**src/rtl/core/sas_pkg.sv**
```systemverilog
`timescale 1ns / 1ps
// ----------------------------------------------------------------------------
// sas_pkg
// Shared types, constants and helpers of the sunrise alarm scheduler.
// ----------------------------------------------------------------------------
package sas_pkg;

    localparam int ALARM_COUNT = 8;
    localparam int IDX_W       = (ALARM_COUNT > 1) ? $clog2(ALARM_COUNT) : 1;
    localparam int MIN_W       = 11;
    localparam int DIV_STEPS   = 9;
    localparam int IN_DATA_W   = 56;
    localparam int OUT_DATA_W  = 24;

    localparam logic [MIN_W-1:0] MINUTES_PER_DAY = 11'd1440;

    typedef enum logic [1:0] {
        OP_TICK     = 2'd0,
        OP_VALIDATE = 2'd1,
        OP_WRITE    = 2'd2,
        OP_SPARE    = 2'd3
    } op_t;

    typedef enum logic [1:0] {
        REG_START_BRIGHTNESS = 2'd0,
        REG_MAX_BRIGHTNESS   = 2'd1,
        REG_FULL_LIGHT_MIN   = 2'd2,
        REG_NONE             = 2'd3
    } reg_idx_t;

    typedef enum logic [3:0] {
        ST_IDLE,
        ST_PREP,
        ST_ACK,
        ST_SCAN,
        ST_SCAN_END,
        ST_EVAL,
        ST_DIV,
        ST_MUL,
        ST_LEVEL,
        ST_RING,
        ST_FINISH
    } state_t;

    typedef struct packed {
        logic [4:0] hour;
        logic [5:0] minute;
        logic [7:0] rise;
        logic [2:0] sound;
        logic [6:0] days;
        logic       enable;
    } alarm_t;

    // Controller to datapath commands
    typedef struct packed {
        logic load;
        logic prep;
        logic ack_ring;
        logic scan;
        logic ack_best;
        logic eval;
        logic mul;
        logic level;
        logic ring;
        logic out_load;
        logic idx_clr;
        logic idx_inc;
    } sas_cmd_t;

    // Datapath to controller status
    typedef struct packed {
        op_t  op;
        logic any_ring;
        logic last_idx;
        logic need_div;
        logic div_done;
    } sas_stat_t;

    // hour * 60 + minute as shift and subtract
    function automatic logic [MIN_W-1:0] to_minutes(input logic [4:0] hour,
                                                    input logic [5:0] minute);
        logic [MIN_W-1:0] h;
        h = MIN_W'(hour);
        return (h << 6) - (h << 2) + MIN_W'(minute);
    endfunction

endpackage

```
**src/rtl/core/sas_ctrl.sv**
```systemverilog
`timescale 1ns / 1ps
// ----------------------------------------------------------------------------
// sas_ctrl
// Sequencer: walks the alarm table for acknowledge, evaluation and ringing.
// ----------------------------------------------------------------------------
module sas_ctrl
(
    input  logic              clk,
    input  logic              rst_n,
    input  logic              in_valid,
    output logic              in_ready,
    output logic              out_valid,
    input  logic              out_ready,
    input  sas_pkg::sas_stat_t stat,
    output sas_pkg::sas_cmd_t  cmd
);

    sas_pkg::state_t state_reg, state_next;
    logic out_valid_reg, out_valid_next;

    always_ff @(posedge clk or negedge rst_n)
    begin
        if (!rst_n)
        begin
            state_reg     <= sas_pkg::ST_IDLE;
            out_valid_reg <= 1'b0;
        end
        else
        begin
            state_reg     <= state_next;
            out_valid_reg <= out_valid_next;
        end
    end

    assign out_valid = out_valid_reg;
    assign in_ready  = (state_reg == sas_pkg::ST_IDLE);

    always_comb
    begin
        state_next     = state_reg;
        cmd            = '0;
        out_valid_next = out_valid_reg && !out_ready;
        unique case (state_reg)
            sas_pkg::ST_IDLE:
            begin
                if (in_valid)
                begin
                    cmd.load   = 1'b1;
                    state_next = sas_pkg::ST_PREP;
                end
            end
            sas_pkg::ST_PREP:
            begin
                cmd.idx_clr = 1'b1;
                if (stat.op == sas_pkg::OP_WRITE)
                    state_next = sas_pkg::ST_FINISH;
                else
                begin
                    cmd.prep   = 1'b1;
                    state_next = (stat.op == sas_pkg::OP_VALIDATE) ? sas_pkg::ST_ACK
                                                                  : sas_pkg::ST_EVAL;
                end
            end
            sas_pkg::ST_ACK:
            begin
                if (stat.any_ring)
                begin
                    cmd.ack_ring = 1'b1;
                    state_next   = sas_pkg::ST_EVAL;
                end
                else
                    state_next = sas_pkg::ST_SCAN;
            end
            sas_pkg::ST_SCAN:
            begin
                cmd.scan = 1'b1;
                if (stat.last_idx)
                begin
                    cmd.idx_clr = 1'b1;
                    state_next  = sas_pkg::ST_SCAN_END;
                end
                else
                    cmd.idx_inc = 1'b1;
            end
            sas_pkg::ST_SCAN_END:
            begin
                cmd.ack_best = 1'b1;
                state_next   = sas_pkg::ST_EVAL;
            end
            sas_pkg::ST_EVAL:
            begin
                cmd.eval = 1'b1;
                if (stat.need_div)
                    state_next = sas_pkg::ST_DIV;
                else if (stat.last_idx)
                begin
                    cmd.idx_clr = 1'b1;
                    state_next  = sas_pkg::ST_LEVEL;
                end
                else
                    cmd.idx_inc = 1'b1;
            end
            sas_pkg::ST_DIV:
            begin
                if (stat.div_done)
                    state_next = sas_pkg::ST_MUL;
            end
            sas_pkg::ST_MUL:
            begin
                cmd.mul = 1'b1;
                if (stat.last_idx)
                begin
                    cmd.idx_clr = 1'b1;
                    state_next  = sas_pkg::ST_LEVEL;
                end
                else
                begin
                    cmd.idx_inc = 1'b1;
                    state_next  = sas_pkg::ST_EVAL;
                end
            end
            sas_pkg::ST_LEVEL:
            begin
                cmd.level  = 1'b1;
                state_next = sas_pkg::ST_RING;
            end
            sas_pkg::ST_RING:
            begin
                cmd.ring = 1'b1;
                if (stat.last_idx)
                    state_next = sas_pkg::ST_FINISH;
                else
                    cmd.idx_inc = 1'b1;
            end
            sas_pkg::ST_FINISH:
            begin
                if (!out_valid_reg || out_ready)
                begin
                    cmd.out_load   = 1'b1;
                    out_valid_next = 1'b1;
                    state_next     = sas_pkg::ST_IDLE;
                end
            end
            default:
                state_next = sas_pkg::ST_IDLE;
        endcase
    end

endmodule

```
**src/rtl/core/sas_dp.sv**
```systemverilog
`timescale 1ns / 1ps
// ----------------------------------------------------------------------------
// sas_dp
// Datapath: alarm table, marks, ramp divider and multiplier, result word.
// ----------------------------------------------------------------------------
module sas_dp
(
    input  logic                             clk,
    input  logic                             rst_n,
    input  logic [sas_pkg::IN_DATA_W-1:0]    in_data,
    input  logic [1:0]                       in_op,
    input  logic                             cfg_valid,
    input  logic [1:0]                       cfg_index,
    input  logic [7:0]                       cfg_data,
    input  sas_pkg::sas_cmd_t                cmd,
    output sas_pkg::sas_stat_t               stat,
    output logic [sas_pkg::OUT_DATA_W-1:0]   out_data
);

    // configuration
    logic [7:0] start_b_reg, max_b_reg, flm_reg;

    always_ff @(posedge clk or negedge rst_n)
    begin
        if (!rst_n)
        begin
            start_b_reg <= 8'd0;
            max_b_reg   <= 8'd255;
            flm_reg     <= 8'd5;
        end
        else if (cfg_valid)
        begin
            case (cfg_index)
                sas_pkg::REG_START_BRIGHTNESS: start_b_reg <= cfg_data;
                sas_pkg::REG_MAX_BRIGHTNESS:   max_b_reg   <= cfg_data;
                sas_pkg::REG_FULL_LIGHT_MIN:   flm_reg     <= cfg_data;
                default: ;
            endcase
        end
    end

    // latched tick fields
    logic [1:0] op_reg;
    logic [2:0] wd_reg;
    logic [4:0] dom_reg;
    logic [4:0] hour_reg;
    logic [5:0] minute_reg;

    always_ff @(posedge clk)
    begin
        if (cmd.load)
        begin
            op_reg     <= in_op;
            wd_reg     <= in_data[2:0];
            dom_reg    <= in_data[7:3];
            hour_reg   <= in_data[12:8];
            minute_reg <= in_data[18:13];
        end
    end

    logic [2:0]             e_index;
    sas_pkg::alarm_t        e_new;
    assign e_index       = in_data[21:19];
    assign e_new.hour    = in_data[26:22];
    assign e_new.minute  = in_data[32:27];
    assign e_new.rise    = in_data[40:33];
    assign e_new.sound   = in_data[43:41];
    assign e_new.days    = in_data[50:44];
    assign e_new.enable  = in_data[51];

    // alarm table and marks
    sas_pkg::alarm_t table_reg [sas_pkg::ALARM_COUNT];
    logic [sas_pkg::ALARM_COUNT-1:0] handled_reg, ringing_reg, due_reg;
    logic [7:0] last_day_reg, held_reg;
    logic [sas_pkg::IDX_W-1:0] idx_reg, best_idx_reg, ring_idx_reg;
    logic [sas_pkg::MIN_W-1:0] best_time_reg;
    logic found_reg;
    logic active_reg, changed_reg, started_reg, stopped_reg;
    logic [2:0] ring_snd_reg;
    logic [7:0] highest_reg, elapsed_reg, divisor_reg, rem_reg;
    logic [8:0] quo_reg;
    logic [3:0] div_cnt_reg;

    always_ff @(posedge clk or negedge rst_n)
    begin
        if (!rst_n)
        begin
            for (int i = 0; i < sas_pkg::ALARM_COUNT; i++)
                table_reg[i] <= '0;
        end
        else if (cmd.load && in_op == sas_pkg::OP_WRITE
                 && 32'(e_index) < sas_pkg::ALARM_COUNT)
            table_reg[sas_pkg::IDX_W'(e_index)] <= e_new;
    end

    // classification of the entry under the walk pointer
    sas_pkg::alarm_t        cur;
    logic [sas_pkg::MIN_W-1:0] now_min, am;
    logic [sas_pkg::MIN_W:0]   now_rise;
    logic day_ok, elig, started_phase, sunrise, due;
    logic [7:0] ramp, elapsed;
    logic direct_max, need_div;
    logic [8:0] numer;

    assign cur      = table_reg[idx_reg];
    assign now_min  = sas_pkg::to_minutes(hour_reg, minute_reg);
    assign am       = sas_pkg::to_minutes(cur.hour, cur.minute);
    assign now_rise = {1'b0, now_min} + (sas_pkg::MIN_W+1)'(cur.rise);
    assign day_ok   = (wd_reg < 3'd7) && ((({1'b0, cur.days}) >> wd_reg) & 8'd1) != 8'd0;
    assign elig     = cur.enable && day_ok && !handled_reg[idx_reg];
    assign started_phase = now_rise >= {1'b0, am};
    assign sunrise  = elig && started_phase && (now_min < am);
    assign due      = elig && started_phase && (now_min >= am);
    assign ramp     = cur.rise - flm_reg;
    assign elapsed  = 8'(now_rise - {1'b0, am});
    assign direct_max = (cur.rise <= flm_reg) || (elapsed >= ramp)
                        || (start_b_reg >= max_b_reg);
    assign need_div = sunrise && !direct_max;
    assign numer    = {1'b0, max_b_reg} - {1'b0, start_b_reg} + {1'b0, ramp} - 9'd1;

    // lowest ringing entry
    logic [sas_pkg::IDX_W-1:0] ring_first;
    always_comb
    begin
        ring_first = '0;
        for (int i = sas_pkg::ALARM_COUNT - 1; i >= 0; i--)
            if (ringing_reg[i])
                ring_first = sas_pkg::IDX_W'(i);
    end

    // divider step and ramp product
    logic [8:0]  div_t;
    logic [15:0] prod;
    logic [16:0] lvl_wide;
    logic [7:0]  lvl;
    assign div_t    = {rem_reg, quo_reg[8]};
    assign prod     = elapsed_reg * quo_reg[7:0];
    assign lvl_wide = 17'(start_b_reg) + 17'(prod);
    assign lvl      = (lvl_wide > 17'(max_b_reg)) ? max_b_reg : lvl_wide[7:0];

    always_ff @(posedge clk or negedge rst_n)
    begin
        if (!rst_n)
        begin
            handled_reg  <= '0;
            ringing_reg  <= '0;
            last_day_reg <= 8'd255;
            held_reg     <= 8'd0;
            idx_reg      <= '0;
            div_cnt_reg  <= '0;
        end
        else
        begin
            if (cmd.idx_clr)
                idx_reg <= '0;
            else if (cmd.idx_inc)
                idx_reg <= idx_reg + 1'b1;

            if (cmd.prep && {3'd0, dom_reg} != last_day_reg)
            begin
                last_day_reg <= {3'd0, dom_reg};
                handled_reg  <= '0;
                ringing_reg  <= '0;
            end
            if (cmd.ack_ring)
            begin
                handled_reg[ring_first] <= 1'b1;
                ringing_reg[ring_first] <= 1'b0;
            end
            if (cmd.ack_best && found_reg)
            begin
                handled_reg[best_idx_reg] <= 1'b1;
                ringing_reg[best_idx_reg] <= 1'b0;
            end
            if (cmd.ring && due_reg[idx_reg] && !handled_reg[idx_reg] && !(|ringing_reg))
                ringing_reg[idx_reg] <= 1'b1;
            if (cmd.level && active_reg && highest_reg != held_reg)
                held_reg <= highest_reg;

            if (cmd.eval && need_div)
                div_cnt_reg <= 4'(sas_pkg::DIV_STEPS);
            else if (div_cnt_reg != 4'd0)
                div_cnt_reg <= div_cnt_reg - 4'd1;
        end
    end

    // per-item working registers
    always_ff @(posedge clk)
    begin
        if (cmd.load)
        begin
            active_reg    <= 1'b0;
            changed_reg   <= 1'b0;
            started_reg   <= 1'b0;
            stopped_reg   <= 1'b0;
            ring_idx_reg  <= '0;
            ring_snd_reg  <= 3'd0;
            found_reg     <= 1'b0;
            best_time_reg <= sas_pkg::MINUTES_PER_DAY;
            best_idx_reg  <= '0;
            highest_reg   <= start_b_reg;
        end
        if (cmd.ack_ring || (cmd.ack_best && found_reg))
            stopped_reg <= 1'b1;
        if (cmd.scan && sunrise && am < best_time_reg)
        begin
            best_time_reg <= am;
            best_idx_reg  <= idx_reg;
            found_reg     <= 1'b1;
        end
        if (cmd.eval)
        begin
            due_reg[idx_reg] <= due;
            elapsed_reg      <= elapsed;
            if (sunrise)
            begin
                active_reg <= 1'b1;
                if (direct_max && max_b_reg > highest_reg)
                    highest_reg <= max_b_reg;
            end
            if (need_div)
            begin
                quo_reg     <= numer;
                rem_reg     <= 8'd0;
                divisor_reg <= ramp;
            end
        end
        else if (div_cnt_reg != 4'd0)
        begin
            if (div_t >= {1'b0, divisor_reg})
            begin
                rem_reg <= 8'(div_t - {1'b0, divisor_reg});
                quo_reg <= {quo_reg[7:0], 1'b1};
            end
            else
            begin
                rem_reg <= div_t[7:0];
                quo_reg <= {quo_reg[7:0], 1'b0};
            end
        end
        if (cmd.mul && lvl > highest_reg)
            highest_reg <= lvl;
        if (cmd.level && active_reg && highest_reg != held_reg)
            changed_reg <= 1'b1;
        if (cmd.ring && due_reg[idx_reg] && !handled_reg[idx_reg] && !(|ringing_reg))
        begin
            started_reg  <= 1'b1;
            ring_idx_reg <= idx_reg;
            ring_snd_reg <= cur.sound;
        end
    end

    // result word
    logic [sas_pkg::OUT_DATA_W-1:0] out_reg;
    always_ff @(posedge clk)
    begin
        if (cmd.out_load)
            out_reg <= {6'd0, stopped_reg, ring_snd_reg, 3'(ring_idx_reg), started_reg,
                        changed_reg, held_reg, active_reg};
    end
    assign out_data = out_reg;

    assign stat.op       = sas_pkg::op_t'(op_reg);
    assign stat.any_ring = |ringing_reg;
    assign stat.last_idx = (idx_reg == sas_pkg::IDX_W'(sas_pkg::ALARM_COUNT - 1));
    assign stat.need_div = need_div;
    assign stat.div_done = (div_cnt_reg == 4'd0);

endmodule

```
**src/rtl/core/sunrise_alarm_scheduler_unit.sv**
```systemverilog
`timescale 1ns / 1ps
// ----------------------------------------------------------------------------
// sunrise_alarm_scheduler_unit
// Eight-entry sunrise alarm scheduler driven by minute ticks.
// ----------------------------------------------------------------------------
// One word in gives one result word out. An entry write passes the accept
// and prep states to the result hand-off. A tick runs through accept, day
// check, one table entry a cycle for evaluation (held while a ramp step is
// divided), a level update, one entry a cycle for the ringing walk, and the
// result hand-off. A validate press adds a ringing check, and an earliest-
// sunrise search over the table when nothing rings. For each alarm in the
// middle of its ramp the ramp step comes from a 9-step bit-serial divider
// with a done check, followed by a multiply step.
// A new word is taken only once the previous one has been handed to the
// output register, which holds one finished result while the next is
// worked on. Configuration writes are always taken and should only be
// issued while the block is idle.
module sunrise_alarm_scheduler_unit
(
    input  logic        clk,
    input  logic        rst_n,
    // weekday, day_of_month, now_hour, now_minute, entry_index, entry_hour,
    // entry_minute, entry_rise, entry_sound, entry_days, entry_enable
    input  logic [55:0] s_axis_tdata,
    input  logic [1:0]  s_axis_tuser,   // op
    input  logic        s_axis_tvalid,
    output logic        s_axis_tready,
    // sunrise_on, light_level, level_changed, ring_start, ring_index,
    // ring_sound, sound_stop
    output logic [23:0] m_axis_tdata,
    output logic        m_axis_tvalid,
    input  logic        m_axis_tready,
    input  logic        cfg_valid,
    output logic        cfg_ready,
    input  logic [1:0]  cfg_index,
    input  logic [7:0]  cfg_data
);

    sas_pkg::sas_cmd_t  cmd;
    sas_pkg::sas_stat_t stat;

    assign cfg_ready = 1'b1;

    // sequencer
    sas_ctrl u_ctrl
    (
        .clk       (clk),
        .rst_n     (rst_n),
        .in_valid  (s_axis_tvalid),
        .in_ready  (s_axis_tready),
        .out_valid (m_axis_tvalid),
        .out_ready (m_axis_tready),
        .stat      (stat),
        .cmd       (cmd)
    );

    // table, marks, ramp arithmetic and result register
    sas_dp u_dp
    (
        .clk       (clk),
        .rst_n     (rst_n),
        .in_data   (s_axis_tdata),
        .in_op     (s_axis_tuser),
        .cfg_valid (cfg_valid),
        .cfg_index (cfg_index),
        .cfg_data  (cfg_data),
        .cmd       (cmd),
        .stat      (stat),
        .out_data  (m_axis_tdata)
    );

endmodule

```
**config.mk**
```make
export PLATFORM = sky130hd
export DESIGN_NAME = sunrise_alarm_scheduler_unit
export DESIGN_NICKNAME = d
export VERILOG_FILES = /design/src/rtl/core/sas_pkg.sv /design/src/rtl/core/sas_ctrl.sv /design/src/rtl/core/sas_dp.sv /design/src/rtl/core/sunrise_alarm_scheduler_unit.sv
export SDC_FILE = /design/constraint.sdc
export NUM_CORES = 1
export LEC_CHECK = 0
export BUFFER_PORTS_ARGS = -buffer_cell sky130_fd_sc_hd__buf_2
export CAP_MARGIN = 20
export CORE_MARGIN = 4
export CORE_UTILIZATION = 55
export CTS_BUF_LIST = sky130_fd_sc_hd__clkbuf_4
export CTS_CLUSTER_SIZE = 20
export DETAILED_ROUTE_END_ITERATION = 8
export GPL_ROUTABILITY_DRIVEN = 0
export PLACE_DENSITY = 0.72
export RECOVER_POWER = 25
export SKIP_LAST_GASP = 1
export SLEW_MARGIN = 20
export SYNTH_ARGS = -nofsm -noshare
export SYNTH_HDL_FRONTEND = slang
export SYNTH_SLANG_ARGS = --single-unit
```
**constraint.sdc**
```tcl
create_clock -name clk -period 9.2 [get_ports clk]
set_input_delay 0.46 -clock clk [delete_from_list [all_inputs] [get_ports clk]]
set_output_delay 0.46 -clock clk [all_outputs]
set_load 0.05 [all_outputs]
```
==> results of run 1 <==
routing by layer:
metal / vias to the layer above / track usage, % / wire length (µm)
met1: 8806 / 32.5 / 24900
met3: 132 / 5.29 / 3560
met5: - / 0 / 0
met4: 0 / 8.24 / 1650
met2: 554 / 44.7 / 30100
li1: 8050 / - / -
critical path, delay by kind of cell (launching register included):
family | cells | cell delay, ns
and+or+nand+nor | 6 | 1.47
buffers and inverters | 2 | 0.13
AOI/OAI and AO/OA | 11 | 2.63
adders and majority gates | 7 | 2.97
DFF | 1 | 0.50
xor gates and xnor gates | 1 | 0.30
layout by cell type, fill, tap and decap left out, types with 36 or more instances in the layout:
cell type,n
sky130_fd_sc_hd__dlygate4sd3_1,62
sky130_fd_sc_hd__clkbuf_4,161
sky130_fd_sc_hd__ha_1,158
sky130_fd_sc_hd__a221oi_1,36
sky130_fd_sc_hd__dfrtp_1,290
sky130_fd_sc_hd__buf_2,85
sky130_fd_sc_hd__and2_1,40
sky130_fd_sc_hd__a21oi_1,75
sky130_fd_sc_hd__mux2_2,279
sky130_fd_sc_hd__o21ai_0,68
sky130_fd_sc_hd__nor2_1,92
sky130_fd_sc_hd__nand2_1,125
sky130_fd_sc_hd__edfxtp_1,100
sky130_fd_sc_hd__a22oi_1,62
sky130_fd_sc_hd__buf_4,37
sky130_fd_sc_hd__fa_1,57
sky130_fd_sc_hd__inv_1,168
metrics by stage:
stage	area, µm²	cells	util (%)	hold WS [ns]	setup WS, ns
2_1_floorplan	24000	2092	-	0.164	1.71
3_3_place_gp	25100	2719	58.3	0.403	1.35
3_5_place_dp	25100	2719	58.3	0.406	1.12
4_1_cts	27100	2965	62.8	0.0823	1.10
5_1_grt	27100	2968	62.8	0.120	0.562
6_report	27100	2969	62.9	0.154	1.06
cells in the mapped netlist, types with 17 or more instances:
master / count / share of area, %
sky130_fd_sc_hd__nand2_1: 125 / 2.0
sky130_fd_sc_hd__a211oi_1: 18 / 0.56
sky130_fd_sc_hd__and2_1: 40 / 1.0
sky130_fd_sc_hd__nor3_1: 25 / 0.52
sky130_fd_sc_hd__nor2_1: 92 / 1.4
sky130_fd_sc_hd__dfrtp_1: 290 / 30
sky130_fd_sc_hd__mux2_2: 279 / 13
sky130_fd_sc_hd__clkbuf_1: 63 / 0.99
sky130_fd_sc_hd__inv_1: 168 / 2.6
sky130_fd_sc_hd__o21ai_0: 68 / 1.4
sky130_fd_sc_hd__o21a_1: 17 / 0.53
sky130_fd_sc_hd__edfxtp_1: 100 / 13
sky130_fd_sc_hd__a22oi_1: 62 / 1.9
sky130_fd_sc_hd__ha_1: 158 / 8.2
sky130_fd_sc_hd__nand4_1: 23 / 0.60
sky130_fd_sc_hd__nand3_1: 35 / 0.73
sky130_fd_sc_hd__a21oi_1: 75 / 1.6
sky130_fd_sc_hd__xnor2_1: 32 / 1.2
sky130_fd_sc_hd__nand2b_1: 18 / 0.47
sky130_fd_sc_hd__fa_1: 57 / 4.8
sky130_fd_sc_hd__a21o_1: 25 / 0.78
sky130_fd_sc_hd__a221oi_1: 36 / 1.3
sky130_fd_sc_hd__xor2_1: 27 / 0.99
what timing repair did:
| action | 4_1_cts | 5_1_grt |
|---|---|---|
| gates resized for setup | 0 | 0 |
| hold buffers | 62 | 0 |
| endpoints found under the hold margin | 382 | 0 |
layout make-up:
cell class	count	area share [%]
Timing Repair Buffer	189	5.05
Inverter	168	2.33
Clock buffer	161	4.46
Antenna cell	3	0.0277
Clock inverter	23	0.439
Multi-Input combinational cell	1421	44.6
Sequential cell	419	40.4
Tap cell	585	2.70
final timing paths:
path / to / startpoint / slack [ns] / cells past startpoint
setup / recovery: u_dp.highest_reg[6] / u_dp.quo_reg[1] / 1.06 / 27
hold / removal: u_dp.start_b_reg[3] / cfg_index[0] / 0.15 / 5
hold reg to reg: u_dp.out_data[15] / u_dp.ring_snd_reg[1] / 0.39 / 0
min in group asynchronous: u_dp.table_reg[120] / rst_n / 2.38 / 2
setup reg to reg: u_dp.highest_reg[6] / u_dp.quo_reg[1] / 1.06 / 27
max in group asynchronous: u_dp.table_reg[163] / rst_n / 2.07 / 4
logic make-up (layout without fill, tap and decap cells):
family | count (synthesis) | in the layout
fa+ha+maj | 215 | 215
mux | 288 | 288
xor+xnor | 59 | 59
other cells | 2 | 10
flops | 419 | 419
buf+inv | 252 | 541
compound gates | 413 | 413
simple gates | 439 | 439
==> metrics.log, run 1 <==
INFO  metric outcome = finished, violations left
INFO  metric violated_checks = max-capacitance violations, max-slew violations
INFO  metric async_flop_share = 73.0%
INFO  metric multiInputGateArea = 12100 µm²
INFO  metric grt_setup_unrepaired = no
INFO  metric cp_slowest_stage_delay = 0.80 ns
INFO  metric grt.overflow.total = 0
INFO  metric critical-path-slowest-cell = sky130_fd_sc_hd__nor4_4
INFO  metric relSlewSlack = -291%
INFO  metric yosys.area_share.simple = 9.22%
INFO  metric timing_max_transition_violations_final = 161
INFO  metric grt_max_degree = 201
INFO  metric initial_utilization = 55.7%
INFO  metric final-setup-viol-count = 0
INFO  metric critical_path.max_fanout = 18
INFO  metric post_cts_buffers = 0
INFO  metric num_vias = 17542
INFO  metric combinational_family_with_the_most_area_after_synthesis = multiplexers
INFO  metric clk-insertion-delay-late = 0.82 ns
INFO  metric area_growth_syn_to_layout = 12.9%
INFO  metric cts.root.buffer_cell = sky130_fd_sc_hd__clkbuf_4
INFO  metric cts-buffers-inserted = 106
INFO  metric first_pass_iters = 5
INFO  metric routed_via_density = 5.91
INFO  metric coreArea = 43100 µm²
INFO  metric post-route-period-util = 88.5%
INFO  metric remaining_drc_errors = 0
INFO  metric clk_pin_slew = 0.07 ns
INFO  metric main_flop_type_after_synthesis = sky130_fd_sc_hd__dfrtp_1
INFO  metric synth-edff-count = 100
INFO  metric floorplan.die_area = 47000 µm²
INFO  metric first_iter_violations = 1108
INFO  metric first_pass_grt_wire_length = 96800 µm
INFO  metric max_clock_freq = 0.123 GHz
INFO  metric routed_wire_length_per_instance = 20.3 µm
INFO  metric cap_viol_max_count = 2
INFO  metric chipWidth = 217 µm
INFO  metric proportion_of_layout_cells_with_a_drive_suffix_above_1 = 25.6%
INFO  metric finalHoldViolCount = 0
INFO  metric final_nets = 2593
INFO  metric synth.yosys.seq_area_share = 45.6%
INFO  metric synth_compound_area_share = 12.1%
INFO  metric post-dp-hpwl = 42600 µm
INFO  metric worst_ep_required_time = 9.86 ns
INFO  metric synth-adder-area-share = 13.0%
INFO  metric die_height = 217 µm
INFO  metric num_rows = 76
INFO  metric cts_htree_levels = 3
INFO  metric wirelength = 60200 µm
INFO  metric groute.usage.overall = 25.7%
INFO  metric final-seq-area = 10900 µm²
INFO  metric critPathCaptureType = flip-flop
INFO  metric ant_nets = 0
INFO  metric max_slew.worst_pin.slew = 5.86 ns
INFO  metric synthesis.yosys.warnings = 0
INFO  metric synth.area.mux_share = 13.6%
INFO  metric worst-endpoint-arrival = 8.81 ns
INFO  metric design.portCount = 100
INFO  metric num-fill-cells = 3477
INFO  metric synth.cell_area = 24000 µm²
INFO  metric post_synthesis_instance_total = 2087
INFO  metric synth_area_per_cell = 11.5 µm²
INFO  metric tritoncts = done
INFO  metric timing.final.crit_period = 8.14 ns
INFO  metric cts.path.max_buffers = 3
INFO  metric worst_hold_path_type = in2reg
INFO  metric yosys.area_share.xor_xnor = 2.16%
INFO  metric setup-tns-final = 0 ns
INFO  metric timing_worst_setup_path_type = reg2reg
INFO  metric netlist-cell-type-count = 79
INFO  metric path_common_cell = sky130_fd_sc_hd__fa_1
INFO  metric finalClockSkew = 0.0637 ns
INFO  metric grt_pass1_vias = 18286
INFO  metric max_ffs_per_register = 240
INFO  metric numClockSinks = 419
INFO  metric grt_antenna_before_repair = 3
INFO  metric setup.worst_path.start_class = flip-flop
INFO  metric ys_ff_latch = 419
INFO  metric io_buffer_count = 88
Power of run 1 is not shown: default switching activity piles up to over one toggle a cycle in this logic, so the estimate is an artifact.
==> inputs of run 2 (changes only) <==
Settings changed: CELL_PAD_IN_SITES_DETAIL_PLACEMENT from default to 2, CELL_PAD_IN_SITES_GLOBAL_PLACEMENT from default to 2, CORE_UTILIZATION 55 to 44, CTS_CLUSTER_SIZE 20 to default, PLACE_DENSITY 0.72 to 0.82.
==> run 2 against run 1 <==
Net effect:
- the run still ends with max-capacitance violations, max-slew violations left
- sequential cell count unchanged
- die area grew 24%
- design area grew 1.3%
- non-clock buffer count shrank 2
- count of clock-buffer cells in the layout grew 21
- utilization down 12 points
- worst hold slack lost 0.047 ns
- sequential share of layout area fell by 0.51 points
- critical path depth is 6 lower
- clock skew rose by 0.032 ns
- first-iteration DRC count rose by 4.5%
- worst setup slack got worse by 0.62 ns
==> metrics.log, run 2 (synthesis results as in run 1) <==
INFO  metric cts-buffers-inserted = 115 (+8.5%)
INFO  metric violated_checks = max-capacitance violations, max-slew violations
INFO  metric remaining_drc_errors = 0 (unchanged)
INFO  metric critical-path-slowest-cell = sky130_fd_sc_hd__dfrtp_1
INFO  metric cp_slowest_stage_delay = 0.92 ns (+0.12 ns)
INFO  metric cts_htree_levels = 3 (unchanged)
INFO  metric final_core_util = 50.9% (-12 points)
INFO  metric setup.worst_path.start_class = flip-flop
INFO  metric design.portCount = 100 (unchanged)
INFO  metric routed_length_on_met3 = 5280 µm (+48%)
INFO  metric first_pass_iters = 6 (+1)
INFO  metric relSlewSlack = -249% (+42 points)
INFO  metric post_cts_resize_count = 0 (unchanged)
INFO  metric worst_ep_required_time = 9.69 ns (-0.17 ns)
INFO  metric clk-insertion-delay-late = 0.93 ns (+0.11 ns)
INFO  metric num-fill-cells = 5288 (+52%)
INFO  metric commonest_non_fill_non_tap_cell_in_the_layout = sky130_fd_sc_hd__dfrtp_1
INFO  metric worst-endpoint-arrival = 9.25 ns (+0.44 ns)
INFO  metric max_clock_freq = 0.114 GHz (-7.1%)
INFO  metric cts.path.max_buffers = 3 (unchanged)
INFO  metric finalHoldViolCount = 0 (unchanged)
INFO  metric proportion_of_layout_cells_with_a_drive_suffix_above_1 = 26.2% (+0.60 points)
INFO  metric most-common-layout-cells = sky130_fd_sc_hd__dfrtp_1, sky130_fd_sc_hd__mux2_2, sky130_fd_sc_hd__clkbuf_4
INFO  metric chipWidth = 241 µm (+11%)
INFO  metric grt_max_degree = 92 (-54%)
INFO  metric path_common_cell = sky130_fd_sc_hd__o21a_1
INFO  metric coreArea = 53900 µm² (+25%)
INFO  metric area_growth_syn_to_layout = 14.4%
INFO  metric timing.final.crit_period = 8.77 ns (+0.622 ns)
INFO  metric die_height = 241 µm (+11%)
INFO  metric groute.usage.overall = 31.9% (+6.1 points)
INFO  metric num_rows = 85 (+12%)
INFO  metric initial_utilization = 44.5% (-11 points)
INFO  metric num_vias = 19095 (+8.9%)
INFO  metric ant_nets = 0 (unchanged)
INFO  metric finalClockSkew = 0.0960 ns (+0.0323 ns)
INFO  metric top_layer_used = met4
INFO  metric clk_pin_slew = 0.08 ns (about the same)
INFO  metric outcome = finished, violations left
INFO  metric routed_wire_length_per_instance = 29.9 µm (+48%)
INFO  metric post-route-period-util = 95.3% (+6.8 points)
INFO  metric grt_antenna_before_repair = 3 (unchanged)
INFO  metric timing_worst_setup_path_type = reg2reg
INFO  metric drt-met1-wl = 34300 µm (+38%)
INFO  metric cap_viol_max_count = 3 (+1)
INFO  metric wirelength = 93000 µm (+54%)
INFO  metric critical_path.cell_chain = buf_4, and2b_1, a21oi_1, o21ai_0, inv_1, ha_1, o21a_1, o21a_1, o21a_1, o21a_1, nor3_1, nand3_1, xnor2_1, ha_1, and4_1, o21ai_0, o21ai_0, or3_4, or3_1, buf_4, nand2_1
INFO  metric numClockSinks = 419 (unchanged)
INFO  metric grt_pass1_vias = 22209 (+21%)
INFO  metric first_pass_grt_wire_length = 140000 µm (+45%)
INFO  metric grt_setup_unrepaired = no
INFO  metric met2_wirelength = 48200 µm (+60%)
INFO  metric final_nets = 2600 (+0.27%)
INFO  metric routed_via_density = 6.15 (+4.1%)
INFO  metric tritoncts = done
INFO  metric post_cts_buffers = 0 (unchanged)
INFO  metric worst_hold_path_type = in2reg
INFO  metric first_iter_violations = 1158 (+4.5%)
INFO  metric max_slew.worst_pin.slew = 5.24 ns (-0.626 ns)
INFO  metric timing_max_transition_violations_final = 249 (+55%)
INFO  metric cts.root.buffer_cell = sky130_fd_sc_hd__clkbuf_4
INFO  metric floorplan.die_area = 58300 µm² (+24%)
INFO  metric final-setup-viol-count = 0 (unchanged)
INFO  metric post-dp-hpwl = 56400 µm (+32%)
INFO  metric critPathCaptureType = flip-flop
INFO  metric setup-tns-final = 0 ns (unchanged)
INFO  metric hold_fix_buffers_cts = 62 (unchanged)
INFO  metric grt.overflow.total = 0 (unchanged)
INFO  metric critical_path.max_fanout = 20 (+2)
INFO  metric io_buffer_count = 88 (unchanged)
INFO  metric max_ffs_per_register = 240 (unchanged)
==> run 2: area by class of cell <==
cell class / instances / area (µm²) / area share [%]
clock buffers: 182 / 1370 / 4.98
flip-flops and latches: 419 / 10900 / 39.9
well taps: 696 / 871 / 3.18
diodes: 3 / 7.51 / 0.0274
repair buffers: 187 / 1330 / 4.86
inverters: 168 / 631 / 2.30
clock inverters: 30 / 178 / 0.648
multi-input cells: 1421 / 12100 / 44.1
==> run 2: path summary, 6_finish.rpt <==
check                           cells past startpoint  slack, ns                     to                  from
max in group asynchronous                           4       1.43    u_dp.table_reg[102]                 rst_n
worst min register to register                      0       0.43      u_dp.out_data[16]  u_dp.ring_snd_reg[2]
worst min-delay path                                4       0.11     u_dp.table_reg[32]      s_axis_tdata[19]
worst max-delay path                               21       0.43  u_dp.best_time_reg[5]       u_dp.idx_reg[2]
worst max register to register                     21       0.43  u_dp.best_time_reg[5]       u_dp.idx_reg[2]
min in group asynchronous                           2       1.98      u_dp.table_reg[0]                 rst_n
==> run 2: metal layers <==
metal	up-vias	GRT usage, %
met4	0	16.7
met3	314	7.43
li1	8069	-
met5	-	0
met1	9965	35.0
met2	747	57.4
==> run 2: worst max-delay path: cells and delay by family (launching register included) <==
family / cells / cell delay (ns)
compound gates: 8 / 2.31
xor+xnor: 1 / 0.67
fa+ha+maj: 2 / 0.79
buf+inv: 3 / 0.83
flops: 1 / 0.92
simple gates: 7 / 2.80
==> run 2: per-stage QoR <==
step / hold WS [ns] / std cells / cell area [µm²] / setup slack [ns]
final: 0.107 / 3106 / 27400 / 0.434
after global routing: 0.0893 / 3105 / 27400 / 0.170
after CTS: 0.0103 / 3103 / 27400 / 0.796
after detailed placement: 0.407 / 2829 / 25300 / 0.797
after global placement: 0.406 / 2829 / 25300 / 1.27
after floorplan: 0.164 / 2092 / 24000 / 1.71
Power of run 2 is left out for the same reason.
==> inputs of run 3 (changes only) <==
Settings changed: CORE_UTILIZATION 44 to 25, HOLD_SLACK_MARGIN from default to 0.05, PLACE_DENSITY 0.82 to 0.52, SKIP_CTS_REPAIR_TIMING from default to 1.
==> run 3 against run 2 <==
Net effect:
- the flow still finishes with violations (max-capacitance violations, max-slew violations)
- wire length decreased by 12%
- count of clock-buffer cells in the layout increased by 22
- final cell count increased by 20%
- first-iteration DRC count decreased by 40%
- critical endpoint is now u_dp.highest_reg[6]
- highest routed layer is now met5
==> metrics.log, run 3 (synthesis results as in run 1) <==
INFO  metric outcome = finished, violations left
INFO  metric violated_checks = max-capacitance violations, max-slew violations
INFO  metric relSlewSlack = -248% (+1.3 points)
INFO  metric io_buffer_count = 88 (unchanged)
INFO  metric max_ffs_per_register = 240 (unchanged)
INFO  metric most-common-layout-cells = sky130_fd_sc_hd__dfrtp_1, sky130_fd_sc_hd__mux2_2, sky130_fd_sc_hd__clkbuf_4
INFO  metric timing_max_transition_violations_final = 207 (-17%)
INFO  metric chipWidth = 318 µm (+32%)
INFO  metric remaining_drc_errors = 0 (unchanged)
INFO  metric path_common_cell = sky130_fd_sc_hd__fa_1
INFO  metric max_clock_freq = 0.123 GHz (+8.0%)
INFO  metric ant_nets = 0 (unchanged)
INFO  metric numClockSinks = 419 (unchanged)
INFO  metric num_vias = 17830 (-6.6%)
INFO  metric clk_pin_slew = 0.07 ns (about the same)
INFO  metric timing_worst_setup_path_type = reg2reg
INFO  metric design.portCount = 100 (unchanged)
INFO  metric cts.root.buffer_cell = sky130_fd_sc_hd__clkbuf_4
INFO  metric path_delay_family = adder cells
INFO  metric grt_setup_unrepaired = no
INFO  metric cts-buffers-inserted = 134 (+17%)
INFO  metric routed_wire_length_per_instance = 22.1 µm (-26%)
INFO  metric critical_path.max_fanout = 15 (-25%)
INFO  metric critical-path-slowest-cell = sky130_fd_sc_hd__nor4_4
INFO  metric max_slew.worst_pin.slew = 5.22 ns (-0.0201 ns)
INFO  metric proportion_of_layout_cells_with_a_drive_suffix_above_1 = 26.8% (+0.65 points)
INFO  metric finalInstanceArea = 28500 µm² (+3.8%)
INFO  metric post-route-period-util = 88.2% (-7.1 points)
INFO  metric num_rows = 113 (+33%)
INFO  metric cap_viol_max_count = 4 (+1)
INFO  metric clk-insertion-delay-late = 0.95 ns (+0.02 ns)
INFO  metric finalClockSkew = 0.0794 ns (-0.0166 ns)
INFO  metric first_pass_iters = 5 (-1)
INFO  metric first_pass_grt_wire_length = 126000 µm (-10%)
INFO  metric setup.worst_path.start_class = flip-flop
INFO  metric area_growth_syn_to_layout = 18.7%
INFO  metric worst_hold_path_type = in2reg
INFO  metric groute.usage.overall = 16.2% (-16 points)
INFO  metric cts.path.max_buffers = 3 (unchanged)
INFO  metric worst_ep_required_time = 9.98 ns (+0.29 ns)
INFO  metric routed_via_density = 4.79 (-22%)
INFO  metric finalHoldViolCount = 0 (unchanged)
INFO  metric dpl-instance-area = 26100 µm² (+3.1%)
INFO  metric initial_utilization = 25.2% (-19 points)
INFO  metric cts_htree_levels = 4 (+1)
INFO  metric grt_max_degree = 125 (+36%)
INFO  metric r2r_setup_slack = 1.08 ns (+0.65 ns)
INFO  metric setup-tns-final = 0 ns (unchanged)
INFO  metric first_iter_violations = 697 (-40%)
INFO  metric cp_slowest_stage_delay = 0.74 ns (-0.18 ns)
INFO  metric path_buf_inv = 2 (-1)
INFO  metric grt_antenna_before_repair = 5 (+2)
INFO  metric worst-endpoint-arrival = 8.90 ns (-0.35 ns)
INFO  metric grt_pass1_vias = 20173 (-9.2%)
INFO  metric floorplan.die_area = 101000 µm² (+73%)
INFO  metric timing.final.crit_period = 8.12 ns (-0.650 ns)
INFO  metric commonest_non_fill_non_tap_cell_in_the_layout = sky130_fd_sc_hd__dfrtp_1
INFO  metric coreArea = 95000 µm² (+76%)
INFO  metric final_nets = 2644 (+1.7%)
INFO  metric grt.overflow.total = 0 (unchanged)
INFO  metric post-dp-hpwl = 58500 µm (+3.7%)
INFO  metric die_height = 318 µm (+32%)
INFO  metric wirelength = 82100 µm (-12%)
INFO  metric final_core_util = 30.0% (-21 points)
INFO  metric tritoncts = done
INFO  metric final-setup-viol-count = 0 (unchanged)
INFO  metric critPathCaptureType = flip-flop
run 3: changes by cell type in the layout (fill, tap and decap cells not counted), moves of 2 or more:
cell                            delta
sky130_fd_sc_hd__clkbuf_4         +22
sky130_fd_sc_hd__clkbuf_1         +18
sky130_fd_sc_hd__buf_2            -15
sky130_fd_sc_hd__dlygate4sd3_1    +14
sky130_fd_sc_hd__buf_4            +10
sky130_fd_sc_hd__dfstp_1           -9
sky130_fd_sc_hd__dfstp_2           +9
sky130_fd_sc_hd__inv_2             +5
sky130_fd_sc_hd__clkinv_2          -2
sky130_fd_sc_hd__diode_2           +2
sky130_fd_sc_hd__dlygate4sd2_1     -2
run 3: final cells by class:
type / count / area (µm²)
diodes: 5 / 12.5
clock buffers: 204 / 1530
clock inverters: 29 / 144
fillers: 10330 / 66500
inverters: 168 / 632
multi-input cells: 1421 / 12100
flip-flops and latches: 419 / 10900
well taps: 1265 / 1580
repair buffers: 212 / 1520
run 3: worst paths after layout:
check / startpoint / endpoint / cells after the start
setup / recovery: u_dp.elapsed_reg[4] / u_dp.highest_reg[6] / 27
hold / removal: s_axis_tdata[0] / u_dp.wd_reg[0] / 2
setup reg to reg: u_dp.elapsed_reg[4] / u_dp.highest_reg[6] / 27
hold reg to reg: u_dp.changed_reg / u_dp.out_data[9] / 0
max in group asynchronous: rst_n / u_dp.table_reg[199] / 6
min in group asynchronous: rst_n / u_dp.table_reg[7] / 4
run 3: per-layer routing:
| metal | global-route usage, % | vias up | share of wire [%] |
|---|---|---|---|
| met4 | 4.96 | 2 | 2.2 |
| li1 | - | 8154 | - |
| met1 | 20.3 | 9262 | 45 |
| met2 | 27.9 | 288 | 50 |
| met5 | 0 | - | 0.016 |
| met3 | 3.53 | 124 | 3.4 |
run 3: stage by stage:
step,setup WS [ns],hold WS [ns],std cells
detailed placement,1.00,0.445,3407
finish,1.08,0.221,3723
floorplan,1.71,0.164,2092
global route,0.476,0.121,3719
CTS,0.960,-0.475,3640
global placement,1.15,0.417,3407
run 3: worst reg2reg max path: stages (launching register included):
cell                       delay [ns]
sky130_fd_sc_hd__edfxtp_1        0.58
sky130_fd_sc_hd__nand2_1         0.12
sky130_fd_sc_hd__fa_1            0.50
sky130_fd_sc_hd__inv_1           0.05
sky130_fd_sc_hd__fa_1            0.45
sky130_fd_sc_hd__ha_1            0.33
sky130_fd_sc_hd__fa_1            0.57
sky130_fd_sc_hd__inv_1           0.07
sky130_fd_sc_hd__fa_1            0.46
sky130_fd_sc_hd__and2b_1         0.24
sky130_fd_sc_hd__o21a_1          0.12
sky130_fd_sc_hd__nor2_1          0.05
sky130_fd_sc_hd__xnor2_1         0.30
sky130_fd_sc_hd__ha_1            0.32
sky130_fd_sc_hd__and3_1          0.17
sky130_fd_sc_hd__a221oi_1        0.34
sky130_fd_sc_hd__o221ai_1        0.22
sky130_fd_sc_hd__nor4_4          0.74
sky130_fd_sc_hd__o21ai_0         0.19
sky130_fd_sc_hd__ha_1            0.33
sky130_fd_sc_hd__nand3_1         0.12
sky130_fd_sc_hd__o221ai_1        0.20
sky130_fd_sc_hd__a21oi_1         0.09
sky130_fd_sc_hd__o21ai_0         0.19
sky130_fd_sc_hd__o311ai_0        0.28
sky130_fd_sc_hd__o31ai_2         0.29
sky130_fd_sc_hd__a21boi_2        0.49
sky130_fd_sc_hd__a221oi_1        0.15
Power of run 3 is left out for the same reason.
